`config.mk`:
```
export PLATFORM = sky130hd
export DESIGN_NAME = pulse_count_code_lock
export DESIGN_NICKNAME = d
export VERILOG_FILES = /design/src/design/pccl_pkg.sv /design/src/design/pccl_cfg.sv /design/src/design/pccl_core.sv /design/src/design/pulse_count_code_lock.sv
export SDC_FILE = /design/constraint.sdc
export NUM_CORES = 1
export LEC_CHECK = 0
export ABC_AREA = 1
export BUFFER_PORTS_ARGS = -buffer_cell sky130_fd_sc_hd__buf_2
export CELL_PAD_IN_SITES_DETAIL_PLACEMENT = 2
export CELL_PAD_IN_SITES_GLOBAL_PLACEMENT = 2
export CORE_UTILIZATION = 37
export CTS_CLUSTER_SIZE = 10
export DETAILED_ROUTE_END_ITERATION = 6
export GPL_ROUTABILITY_DRIVEN = 0
export PLACE_DENSITY_LB_ADDON = 0.05
export SETUP_SLACK_MARGIN = 0.5
export SLEW_MARGIN = 0
export SYNTH_ARGS = -nofsm -noshare
export SYNTH_HDL_FRONTEND = slang
export SYNTH_SLANG_ARGS = --single-unit
```
`constraint.sdc`:
```
create_clock -name clk -period 5 [get_ports clk]
set_input_delay 1 -clock clk [delete_from_list [all_inputs] [get_ports clk]]
set_output_delay 1 -clock clk [all_outputs]
set_load 0.02 [all_outputs]
```
`src/design/pccl_pkg.sv`:
```
// shared types, constants and display decode for the pulse count code lock
package pccl_pkg;

  // pulse count saturation and the width that holds it
  localparam int unsigned COUNT_MAX = 15;
  localparam int unsigned COUNT_W   = $clog2(COUNT_MAX + 1);

  // field widths
  localparam int unsigned CODE_W  = 4;
  localparam int unsigned TICK_W  = 8;
  localparam int unsigned SEG_W   = 7;
  localparam int unsigned IDX_W   = 2;
  localparam int unsigned DATA_W  = 8;

  // register indexes on the configuration channel
  localparam logic [IDX_W-1:0] REG_CODE_FIRST    = 2'd0;
  localparam logic [IDX_W-1:0] REG_CODE_SECOND   = 2'd1;
  localparam logic [IDX_W-1:0] REG_ENTRY_TIMEOUT = 2'd2;
  localparam logic [IDX_W-1:0] REG_ACTION_TICKS  = 2'd3;

  // register reset values
  localparam logic [CODE_W-1:0] CODE_FIRST_RST    = 4'd2;
  localparam logic [CODE_W-1:0] CODE_SECOND_RST   = 4'd3;
  localparam logic [TICK_W-1:0] ENTRY_TIMEOUT_RST = 8'd50;
  localparam logic [TICK_W-1:0] ACTION_TICKS_RST  = 8'd50;

  localparam logic [TICK_W-1:0] TICK_SAT = '1;

  // one input request
  typedef struct packed {
    logic sensor_one;
    logic sensor_two;
    logic clear_request;
  } item_t;

  // one result
  typedef struct packed {
    logic [SEG_W-1:0] segments;
    logic             motor_on;
    logic             buzzer_on;
    logic             led_on;
  } result_t;

  // configuration seen by the lock logic
  typedef struct packed {
    logic [CODE_W-1:0] code_first;
    logic [CODE_W-1:0] code_second;
    logic [TICK_W-1:0] entry_timeout_ticks;
    logic [TICK_W-1:0] action_ticks;
  } cfg_t;

  // seven segment pattern, bit0 segment a; counts above nine show as zero
  function automatic logic [SEG_W-1:0] seg_pattern(input logic [COUNT_W-1:0] c);
    logic [SEG_W-1:0] p;
    case (c)
      COUNT_W'(1): p = 7'h06;
      COUNT_W'(2): p = 7'h5B;
      COUNT_W'(3): p = 7'h4F;
      COUNT_W'(4): p = 7'h66;
      COUNT_W'(5): p = 7'h6D;
      COUNT_W'(6): p = 7'h7D;
      COUNT_W'(7): p = 7'h07;
      COUNT_W'(8): p = 7'h7F;
      COUNT_W'(9): p = 7'h6F;
      default:     p = 7'h3F;
    endcase
    return p;
  endfunction

endpackage

```
`src/design/pccl_cfg.sv`:
```
// configuration register file of the code lock
module pccl_cfg (
  input  logic                       clk,
  input  logic                       rst,
  input  logic                       cfg_valid,
  output logic                       cfg_ready,
  input  logic [pccl_pkg::IDX_W-1:0] cfg_index,
  input  logic [pccl_pkg::DATA_W-1:0] cfg_data,
  output pccl_pkg::cfg_t             cfg
);
  import pccl_pkg::*;

  // registers take a write in any cycle
  assign cfg_ready = 1'b1;

  // register writes
  always_ff @(posedge clk) begin
    if (rst) begin
      cfg.code_first          <= CODE_FIRST_RST;
      cfg.code_second         <= CODE_SECOND_RST;
      cfg.entry_timeout_ticks <= ENTRY_TIMEOUT_RST;
      cfg.action_ticks        <= ACTION_TICKS_RST;
    end else if (cfg_valid && cfg_ready) begin
      case (cfg_index)
        REG_CODE_FIRST:    cfg.code_first          <= cfg_data[CODE_W-1:0];
        REG_CODE_SECOND:   cfg.code_second         <= cfg_data[CODE_W-1:0];
        REG_ENTRY_TIMEOUT: cfg.entry_timeout_ticks <= cfg_data[TICK_W-1:0];
        REG_ACTION_TICKS:  cfg.action_ticks        <= cfg_data[TICK_W-1:0];
        default: ;
      endcase
    end
  end

endmodule

```
`src/design/pccl_core.sv`:
```
// lock state: pulse counters, idle timer, action timer and result decode
module pccl_core (
  input  logic              clk,
  input  logic              rst,
  input  logic              step,
  input  pccl_pkg::item_t   item,
  input  pccl_pkg::cfg_t    cfg,
  output pccl_pkg::result_t res
);
  import pccl_pkg::*;

  logic [COUNT_W-1:0] count_one, count_one_next;
  logic [COUNT_W-1:0] count_two, count_two_next;
  logic               shown_is_two, shown_is_two_next;
  logic               prev_one, prev_two;
  logic [TICK_W-1:0]  idle_ticks, idle_ticks_next;
  logic [TICK_W-1:0]  action_left, action_left_next;
  logic               action_is_open, action_is_open_next;
  logic [TICK_W-1:0]  limit;
  logic [TICK_W-1:0]  idle_inc;
  logic               rise_one, rise_two;
  logic               active;

  assign rise_one = item.sensor_one && !prev_one;
  assign rise_two = item.sensor_two && !prev_two;
  assign limit    = (cfg.entry_timeout_ticks == '0) ? TICK_W'(1) : cfg.entry_timeout_ticks;
  assign idle_inc = (idle_ticks != TICK_SAT) ? idle_ticks + TICK_W'(1) : idle_ticks;

  // next state for one tick
  always_comb begin
    count_one_next      = count_one;
    count_two_next      = count_two;
    shown_is_two_next   = shown_is_two;
    idle_ticks_next     = idle_ticks;
    action_left_next    = action_left;
    action_is_open_next = action_is_open;
    if (item.clear_request) begin
      count_one_next      = '0;
      count_two_next      = '0;
      shown_is_two_next   = 1'b0;
      idle_ticks_next     = '0;
      action_left_next    = '0;
      action_is_open_next = 1'b0;
    end else if (action_left != '0) begin
      action_left_next = action_left - TICK_W'(1);
      if (action_left == TICK_W'(1)) begin
        count_one_next  = '0;
        count_two_next  = '0;
        idle_ticks_next = '0;
      end
    end else begin
      if (rise_one) begin
        if (count_one != COUNT_W'(COUNT_MAX)) count_one_next = count_one + COUNT_W'(1);
        shown_is_two_next = 1'b0;
      end
      if (rise_two) begin
        if (count_two != COUNT_W'(COUNT_MAX)) count_two_next = count_two + COUNT_W'(1);
        shown_is_two_next = 1'b1;
      end
      if (item.sensor_one || item.sensor_two) begin
        idle_ticks_next = '0;
      end else if (count_one != '0 || count_two != '0) begin
        idle_ticks_next = idle_inc;
        // quiet long enough: check the entered code
        if (idle_inc >= limit) begin
          action_is_open_next = (count_one == COUNT_W'(cfg.code_first)) &&
                                (count_two == COUNT_W'(cfg.code_second));
          action_left_next    = (cfg.action_ticks == '0) ? TICK_W'(1) : cfg.action_ticks;
          idle_ticks_next     = '0;
        end
      end
    end
  end

  // state registers
  always_ff @(posedge clk) begin
    if (rst) begin
      count_one      <= '0;
      count_two      <= '0;
      shown_is_two   <= 1'b0;
      prev_one       <= 1'b0;
      prev_two       <= 1'b0;
      idle_ticks     <= '0;
      action_left    <= '0;
      action_is_open <= 1'b0;
    end else if (step) begin
      count_one      <= count_one_next;
      count_two      <= count_two_next;
      shown_is_two   <= shown_is_two_next;
      prev_one       <= item.sensor_one;
      prev_two       <= item.sensor_two;
      idle_ticks     <= idle_ticks_next;
      action_left    <= action_left_next;
      action_is_open <= action_is_open_next;
    end
  end

  // result of this tick, from the updated state
  assign active        = action_left_next != '0;
  assign res.segments  = seg_pattern(shown_is_two_next ? count_two_next : count_one_next);
  assign res.motor_on  = active && action_is_open_next;
  assign res.buzzer_on = active && !action_is_open_next;
  assign res.led_on    = active;

  // a clear leaves no action running and no counts
  a_clear_stops: assert property (@(posedge clk) disable iff (rst)
    step && item.clear_request |=> action_left == '0 && count_one == '0 && count_two == '0)
    else $error("clear did not stop the action");

  // counts never pass saturation
  a_count_sat: assert property (@(posedge clk) disable iff (rst)
    count_one <= COUNT_W'(COUNT_MAX) && count_two <= COUNT_W'(COUNT_MAX))
    else $error("pulse count beyond saturation");

  // a running action freezes the counts
  a_action_freeze: assert property (@(posedge clk) disable iff (rst)
    step && action_left > TICK_W'(1) && !item.clear_request |=>
      $stable(count_one) && $stable(count_two))
    else $error("count changed during an action");

  // idle timer only runs with pulses entered
  a_idle_needs_count: assert property (@(posedge clk) disable iff (rst)
    idle_ticks != '0 |-> count_one != '0 || count_two != '0)
    else $error("idle timer running with no pulses");

endmodule

```
`src/design/pulse_count_code_lock.sv`:
```
// Touchless pulse count code lock, stepped once per timer tick.
// Channels: item requests (two sensor levels and a clear) come in on
// item/item_valid/item_stall; one result request (segments, motor, buzzer,
// LED) per item leaves on result/result_valid/result_stall. A request moves
// at a clock edge where valid is high and stall is low.
// Configuration: cfg_valid/cfg_ready with cfg_index (0 code_first,
// 1 code_second, 2 entry_timeout_ticks, 3 action_ticks) and cfg_data.
// cfg_ready is always high; write only while no item is in flight.
// Path: an accepted item passes through the input register, the lock logic
// and the result register before its result is valid.
// Throughput: one item per cycle while result_stall is low; the lock state
// updates in a single pass as an item leaves the input register.
// Stall: while result_stall holds a waiting result, the input register
// keeps one more item, then item_stall rises until the result is taken.
// Reset (rst, synchronous): registers return to code 2/3 and 50/50 ticks,
// counts, timers and drives clear and both pipeline stages empty.
module pulse_count_code_lock (
  input  logic                        clk,
  input  logic                        rst,
  input  logic                        item_valid,
  output logic                        item_stall,
  input  pccl_pkg::item_t             item,
  output logic                        result_valid,
  input  logic                        result_stall,
  output pccl_pkg::result_t           result,
  input  logic                        cfg_valid,
  output logic                        cfg_ready,
  input  logic [pccl_pkg::IDX_W-1:0]  cfg_index,
  input  logic [pccl_pkg::DATA_W-1:0] cfg_data
);
  import pccl_pkg::*;

  cfg_t    cfg;
  item_t   held_item;
  logic    held_valid;
  logic    advance;
  result_t core_res;

  // configuration registers
  pccl_cfg u_cfg (
    .clk       (clk),
    .rst       (rst),
    .cfg_valid (cfg_valid),
    .cfg_ready (cfg_ready),
    .cfg_index (cfg_index),
    .cfg_data  (cfg_data),
    .cfg       (cfg)
  );

  // held item moves on when the result register is free or being drained
  assign advance    = held_valid && (!result_valid || !result_stall);
  assign item_stall = held_valid && !advance;

  // input register
  always_ff @(posedge clk) begin
    if (rst) begin
      held_valid <= 1'b0;
    end else if (item_valid && !item_stall) begin
      held_valid <= 1'b1;
    end else if (advance) begin
      held_valid <= 1'b0;
    end
  end

  always_ff @(posedge clk) begin
    if (item_valid && !item_stall) begin
      held_item <= item;
    end
  end

  // lock logic
  pccl_core u_core (
    .clk  (clk),
    .rst  (rst),
    .step (advance),
    .item (held_item),
    .cfg  (cfg),
    .res  (core_res)
  );

  // result register
  always_ff @(posedge clk) begin
    if (rst) begin
      result_valid <= 1'b0;
    end else if (advance) begin
      result_valid <= 1'b1;
    end else if (!result_stall) begin
      result_valid <= 1'b0;
    end
  end

  always_ff @(posedge clk) begin
    if (advance) begin
      result <= core_res;
    end
  end

  // motor and buzzer are never driven together
  a_drive_excl: assert property (@(posedge clk) disable iff (rst)
    result_valid |-> !(result.motor_on && result.buzzer_on))
    else $error("motor and buzzer both on");

  // led follows either action
  a_led_match: assert property (@(posedge clk) disable iff (rst)
    result_valid |-> result.led_on == (result.motor_on || result.buzzer_on))
    else $error("led does not match drives");

  // a waiting result blocks the held item
  a_no_overrun: assert property (@(posedge clk) disable iff (rst)
    result_valid && result_stall |-> !advance)
    else $error("result overwritten while stalled");

endmodule

```
# After elaboration in Yosys (flattened, before gate mapping)
# Memories as Yosys holds them, arrays and structs flattened. A register that Yosys moved wholly into a read port is not among the register bits.
# Index checks and enable logic that the tools add are counted.
[totals]
regBits = 60
mem_bits_ro = 112
elab_cells = 107
mem_count = 1
[op_classes]
addsub = 4
order_cmp = 1
eq_ne = 11
mux = 38
n_reduce_logical = 32
[memory_table]
columns = ["memory", "words", "word_bits", "rd", "rd_ports_with_merged_regs", "wr", "line", "rtl"]
rows = [
  ["(no name shown)", 16, 7, 1, 1, 0, "pccl_pkg.sv:55", "case (c)"],
]
[ops]
columns = ["operator", "n"]
rows = [
  ["8-bit two-way mux", 14],
  ["4-bit two-way mux", 11],
  ["8-bit logical NOT", 2],
  ["8-bit nonzero test", 2],
  ["1-bit two-way mux", 13],
  ["4-bit nonzero test", 3],
  ["4-bit by 1-bit adder with 4-bit output, second input constant", 2],
  ["8-bit by 1-bit adder with 8-bit output, second input constant", 1],
  ["4-bit equality test", 2],
  ["8-bit by 1-bit equality test with 1-bit output, second input constant", 1],
  ["8-bit >= comparator", 1],
  ["1-bit logical AND", 8],
  ["4-bit inequality test, second input constant", 2],
  ["8-bit inequality test, second input constant", 1],
  ["2-bit AND reduction", 4],
  ["8-bit by 1-bit subtractor with 8-bit output, second input constant", 1],
  ["1-bit logical NOT", 7],
  ["2-bit equality test, second input constant", 2],
  ["1-bit logical OR", 3],
  ["3-bit inequality test, second input constant", 1],
  ["3-bit AND reduction", 1],
  ["2-bit by 1-bit equality test with 1-bit output, second input constant", 1],
  ["2-bit logical NOT", 1],
  ["2-bit by 1-bit inequality test with 1-bit output, second input constant", 1],
  ["2-bit nonzero test", 1],
]

# Depth between registers and ports, before layout
[logic_depth]
word_depth = 10
ltp_mapped = 22

# Modules after synthesis
# From an unflattened synthesis, not the netlist that was laid out.
[unflattened]
cells_unflattened = 565
hier_area_um2 = 4119.0
[modules_own_cells]
columns = ["module", "n_inst", "cells_per_inst", "area_per_inst_um2", "seq_area_each_um2"]
rows = [
  ["pccl_core", 1, 396, 2578.7, 560.5],
  ["pccl_cfg", 1, 144, 1058.5, 480.5],
  ["pulse_count_code_lock", 1, 25, 481.7, 430.4],
]

# Least setup slack after synthesis
# OpenSTA, ideal clock, no wires.
[synth_path]
path_kind = "register to register"
from = "register u_core.idle_ticks[0]"
to = "register result[1] (netlist name) (data pin)"
setup_time_ns = 0.262
t_arrival_ns = 2.563
path_slack_ns = 2.175
path_stages_with_launch = 21
path_buffers = 0
synth_period_minus_slack_ns = 2.825
path_cell_list = "dfxtp_1 > ha_1 > nand2_1 > inv_1 > nand4_1 > nor2_1 > nand2_1 > mux2_2 > ha_1 > nand2_1 > nor2_1 > nor2_1 > nand2_1 > nand2_1 > nand2_1 > nand2_1 > o21ai_0 > nand2_1 > nand2_1 > nor2_1 > a21oi_1"
[synth_rtl]
columns = ["item", "line", "rtl"]
rows = [
  ["start: declaration", "pccl_core.sv:16", "logic [TICK_W-1:0] idle_ticks, idle_ticks_next;"],
  ["start signal: assignment", "pccl_core.sv:92", "idle_ticks <= idle_ticks_next;"],
  ["end signal: assignment", "pulse_count_code_lock.sv:94", "result <= core_res;"],
  ["end: declaration", "pulse_count_code_lock.sv:25", "output pccl_pkg::result_t result,"],
]

==> results by group <==
Worst setup path
  – Max incr delay on CP: 390 ps
  – CP max stage cell: dfxtp_1
  – Worst Setup End Kind: register
  – WS Path Type: register to register
  – Worst reg2reg path endpoint: result[1]$_DFFE_PP_
  – R2R setup slack: 1540 ps
  – WP buf/inv: 1
  – Critical path cell sequence: ha_1 -> nand2_1 -> inv_1 -> nand4_1 -> nor2_1 -> nand2_1 -> mux2_2 -> ha_1 -> nand2_1 -> nor2_1 -> nor2_1 -> nand2_1 -> nand2_1 -> nand2_1 -> nand2_1 -> o21ai_0 -> nand2_1 -> nand2_1 -> nor2_1 -> a21oi_1
  – Type of origin of the critical path: register
  – Family with the most delay on the worst path: simple AND/OR/NAND/NOR gates
  – Critical R2R Launch: u_core.idle_ticks[0]$_SDFFE_PP0P_
  – Reg2reg path depth: 20
  – Most used cell, CP: nand2_1
  – CP arrival: 3560 ps
  – CP required: 5110 ps
  – Crit path max fanout: 7

CTS
  – CTS tree: yes
  – Hold_buf cts: 0
  – Clock transition at path regs: 80 ps
  – Clock Sinks: 67
  – H-tree levels: 3
  – Postcts setup bufs: 0
  – Post-cts resize count: 0
  – TritonCTS Buffers: 9
  – Root Buffer: clkbuf_8
  – Clock Tree Buf Depth: 2
  – Worst skew pair latency: 370 ps

Final layout
  – Share of layout cells above drive strength 1: 12.4%
  – Layout Utilization: 43.4%
  – Synth-to-Final Area Change: 11.7%
  – Nets: 596
  – Seq. cell area: 1470 um^2
  – Ant. Diodes: 0
  – Fillers: 1180
  – Fin area: 4320 um^2
  – Multi-input logic area: 2070 um^2

Yosys
  – Yosys top cell by area: dfxtp_1
  – Most used DFF post-synth: dfxtp_1
  – Post-Syn Nets: 570
  – Cell variety after synth: 44
  – Synth area leaders: dfxtp_1, nand2_1, edfxtp_1
  – Mapped Cells: 532
  – Seq/Total Area, Yosys: 38.1%
  – Area of the mapped netlist: 3870 um^2
  – Synthesized flop and latch total: 67
  – Mean Syn Cell Area: 7.27 um^2
  – Async set-reset flop share out of synthesis: 0%
  – Number of synthesized flops with an enable pin: 13
  – Share of the synthesized area in the top cell type: 28.0%
  – Top-count cell post-synth: nand2_1
  – List of most frequent post-synthesis cells: nand2_1, inv_1, dfxtp_1
  – Yosys warnings: 0

Routing
  – Final ANT Viol Nets: 0
  – Pre-Repair DR Iteration Count: 4
  – DRC: 0
  – Wire length per cell: 17.4 um
  – DR vias: 3590
  – DR vias/cell: 5.16
  – Routed wire length: 12100 um
  – Initial DRC Count: 79

Placed design
  – Input/output buffers: 29
  – Placed Instance Area: 4120 um^2
  – HPWL Detailed: 9200 um

STA
  – Tightest Pin Transition: 1170 ps
  – Final Hold Vio Count: 0
  – Final setup fails: 0
  – Fmax: 289 MHz
  – Final Max Tran Viols: 0
  – Setup TNS: 0 ps
  – Final Cycle Share: 69.1%
  – Final worst clock skew: 13.6 ps
  – Fin crit period: 3460 ps
  – Relative slew slack: 21.7%
  – RSZ-0062 raised after global routing: false

GRT
  – Largest net degree at the start of global routing: 42
  – Total Routing Usage GR: 24.0%
  – Total gr overflow: 0
  – Vias in the first global route: 3968
  – Initial antenna violation count: 0
  – First-pass GRT wire length: 20100 um

Hold path
  – HP Class: register to register
  – Hold path start: u_cfg.cfg[15]$_SDFFE_PP0P_
  – WHS Path Cells: 2
  – Hold Path End: u_cfg.cfg[15]$_SDFFE_PP0P_

Floorplanning
  – Initial Utilization: 38.8%
  – Die Width: 104 um
  – DIE HEIGHT: 104 um
  – Core box area: 9950 um^2
  – Full die area: 10900 um^2
  – # IOs: 31
  – Row count: 36

Power
  – P per Cell Area: 324 nW/um^2
  – Sw frac: 34.4%
  – Net Sw Power: 0.481 mW
  – Clk pwr share: 32.9%
  – Peak VDD IR: 0.159 mV
  – Part of the power in combinational logic: 23.0%
  – Sequential power share: 44.2%
  – Lkg Pwr: 1.93 nW
  – Internal power: 0.916 mW

Run
  – Max-cap violations: 0

Run status
  – Status: finished, final reports clean
==> how the worst max path moves through the flow <==
stage                               end  cells after the start                         startpoint
floorplan           result[1]$_DFFE_PP_                     20  u_core.idle_ticks[0]$_SDFFE_PP0P_
global placement    result[1]$_DFFE_PP_                     20  u_core.idle_ticks[0]$_SDFFE_PP0P_
detailed placement  result[1]$_DFFE_PP_                     20  u_core.idle_ticks[0]$_SDFFE_PP0P_
CTS                 result[1]$_DFFE_PP_                     20  u_core.idle_ticks[0]$_SDFFE_PP0P_
global route        result[1]$_DFFE_PP_                     20  u_core.idle_ticks[0]$_SDFFE_PP0P_
finish              result[1]$_DFFE_PP_                     20  u_core.idle_ticks[0]$_SDFFE_PP0P_
==> power groups by stage <==
stage               Sequential (mW)  Clock, mW  Combinational [mW]
global route                  0.621      0.493               0.363
global placement              0.627          0               0.302
detailed placement            0.630          0               0.322
finish                        0.617      0.459               0.321
CTS                           0.617      0.474               0.325
floorplan                     0.629          0               0.228
==> state kept, by name, summed over array words and instances, names as in the netlist <==
register and count:
u_core.prev_one 1, u_cfg.cfg 24, held_item 3, u_core.count_one 4
held_valid 1, u_core.action_is_open 1, u_core.idle_ticks 8, result 10
u_core.prev_two 1, u_core.count_two 4, u_core.action_left 8, result_valid 1
u_core.shown_is_two 1
==> tightest hold or removal path, cell delays in order (launching register included) <==
cell     delay (ps)
dfxtp_1         320
inv_1            70
a21oi_1          60
==> metrics by stage <==
stage / power, mW / cells / hold slack [ps] / setup WS [ps]
after CTS: 1.42 / 696 / 495 / 1490
after global routing: 1.48 / 696 / 511 / 1130
after detailed placement: 0.951 / 680 / 467 / 1550
final: 1.40 / 696 / 487 / 1540
after floorplan: 0.856 / 532 / 423 / 2180
after global placement: 0.929 / 680 / 456 / 1890
==> placed cells by master, fill, tap and decap left out, types with 3 or more instances in the layout <==
cell type | synthesis | final
edfxtp_1 | 13 | 13
o211ai_1 | 5 | 5
nand2_1 | 117 | 117
o21ai_1 | 4 | 4
clkbuf_8 | 0 | 10
buf_2 | 2 | 29
xnor2_1 | 10 | 10
inv_2 | 4 | 4
nor3_1 | 8 | 8
xor2_1 | 3 | 3
inv_1 | 65 | 65
a21oi_1 | 48 | 48
nand4_1 | 7 | 7
o21ai_0 | 45 | 45
nor2_1 | 48 | 47
nand2_2 | 5 | 5
a21o_1 | 3 | 3
ha_1 | 20 | 20
dfxtp_1 | 54 | 54
nor2_4 | 2 | 3
nand3_1 | 31 | 31
==> routing by layer <==
| layer | up-vias | wire length, um | track usage (%) |
|---|---|---|---|
| met5 | - | 0 | 0 |
| met1 | 1757 | 5400 | 28.0 |
| met2 | 31 | 6270 | 43.4 |
| li1 | 1788 | - | - |
| met3 | 14 | 224 | 5.45 |
| met4 | 0 | 186 | 7.24 |
==> kinds of logic after synthesis <==
kind of cell,count (synthesis),share of synthesized area [%]
simple gates,232,27.2
compound gates,113,16.3
buf+inv,85,8.61
flops,67,38.1
fa+ha+maj,20,6.47
xor+xnor,13,2.95
other cells,1,0.0970
mux,1,0.291
==> cell type report <==
class / count / area share [%]
multi-input combinational: 380 / 47.9
sequential: 67 / 34.1
timing repair buffer: 30 / 3.54
inverter: 70 / 6.09
tap: 133 / 3.86
clock buffer: 11 / 3.77
clock inverter: 5 / 0.725
(Power assumes the default switching activity.)
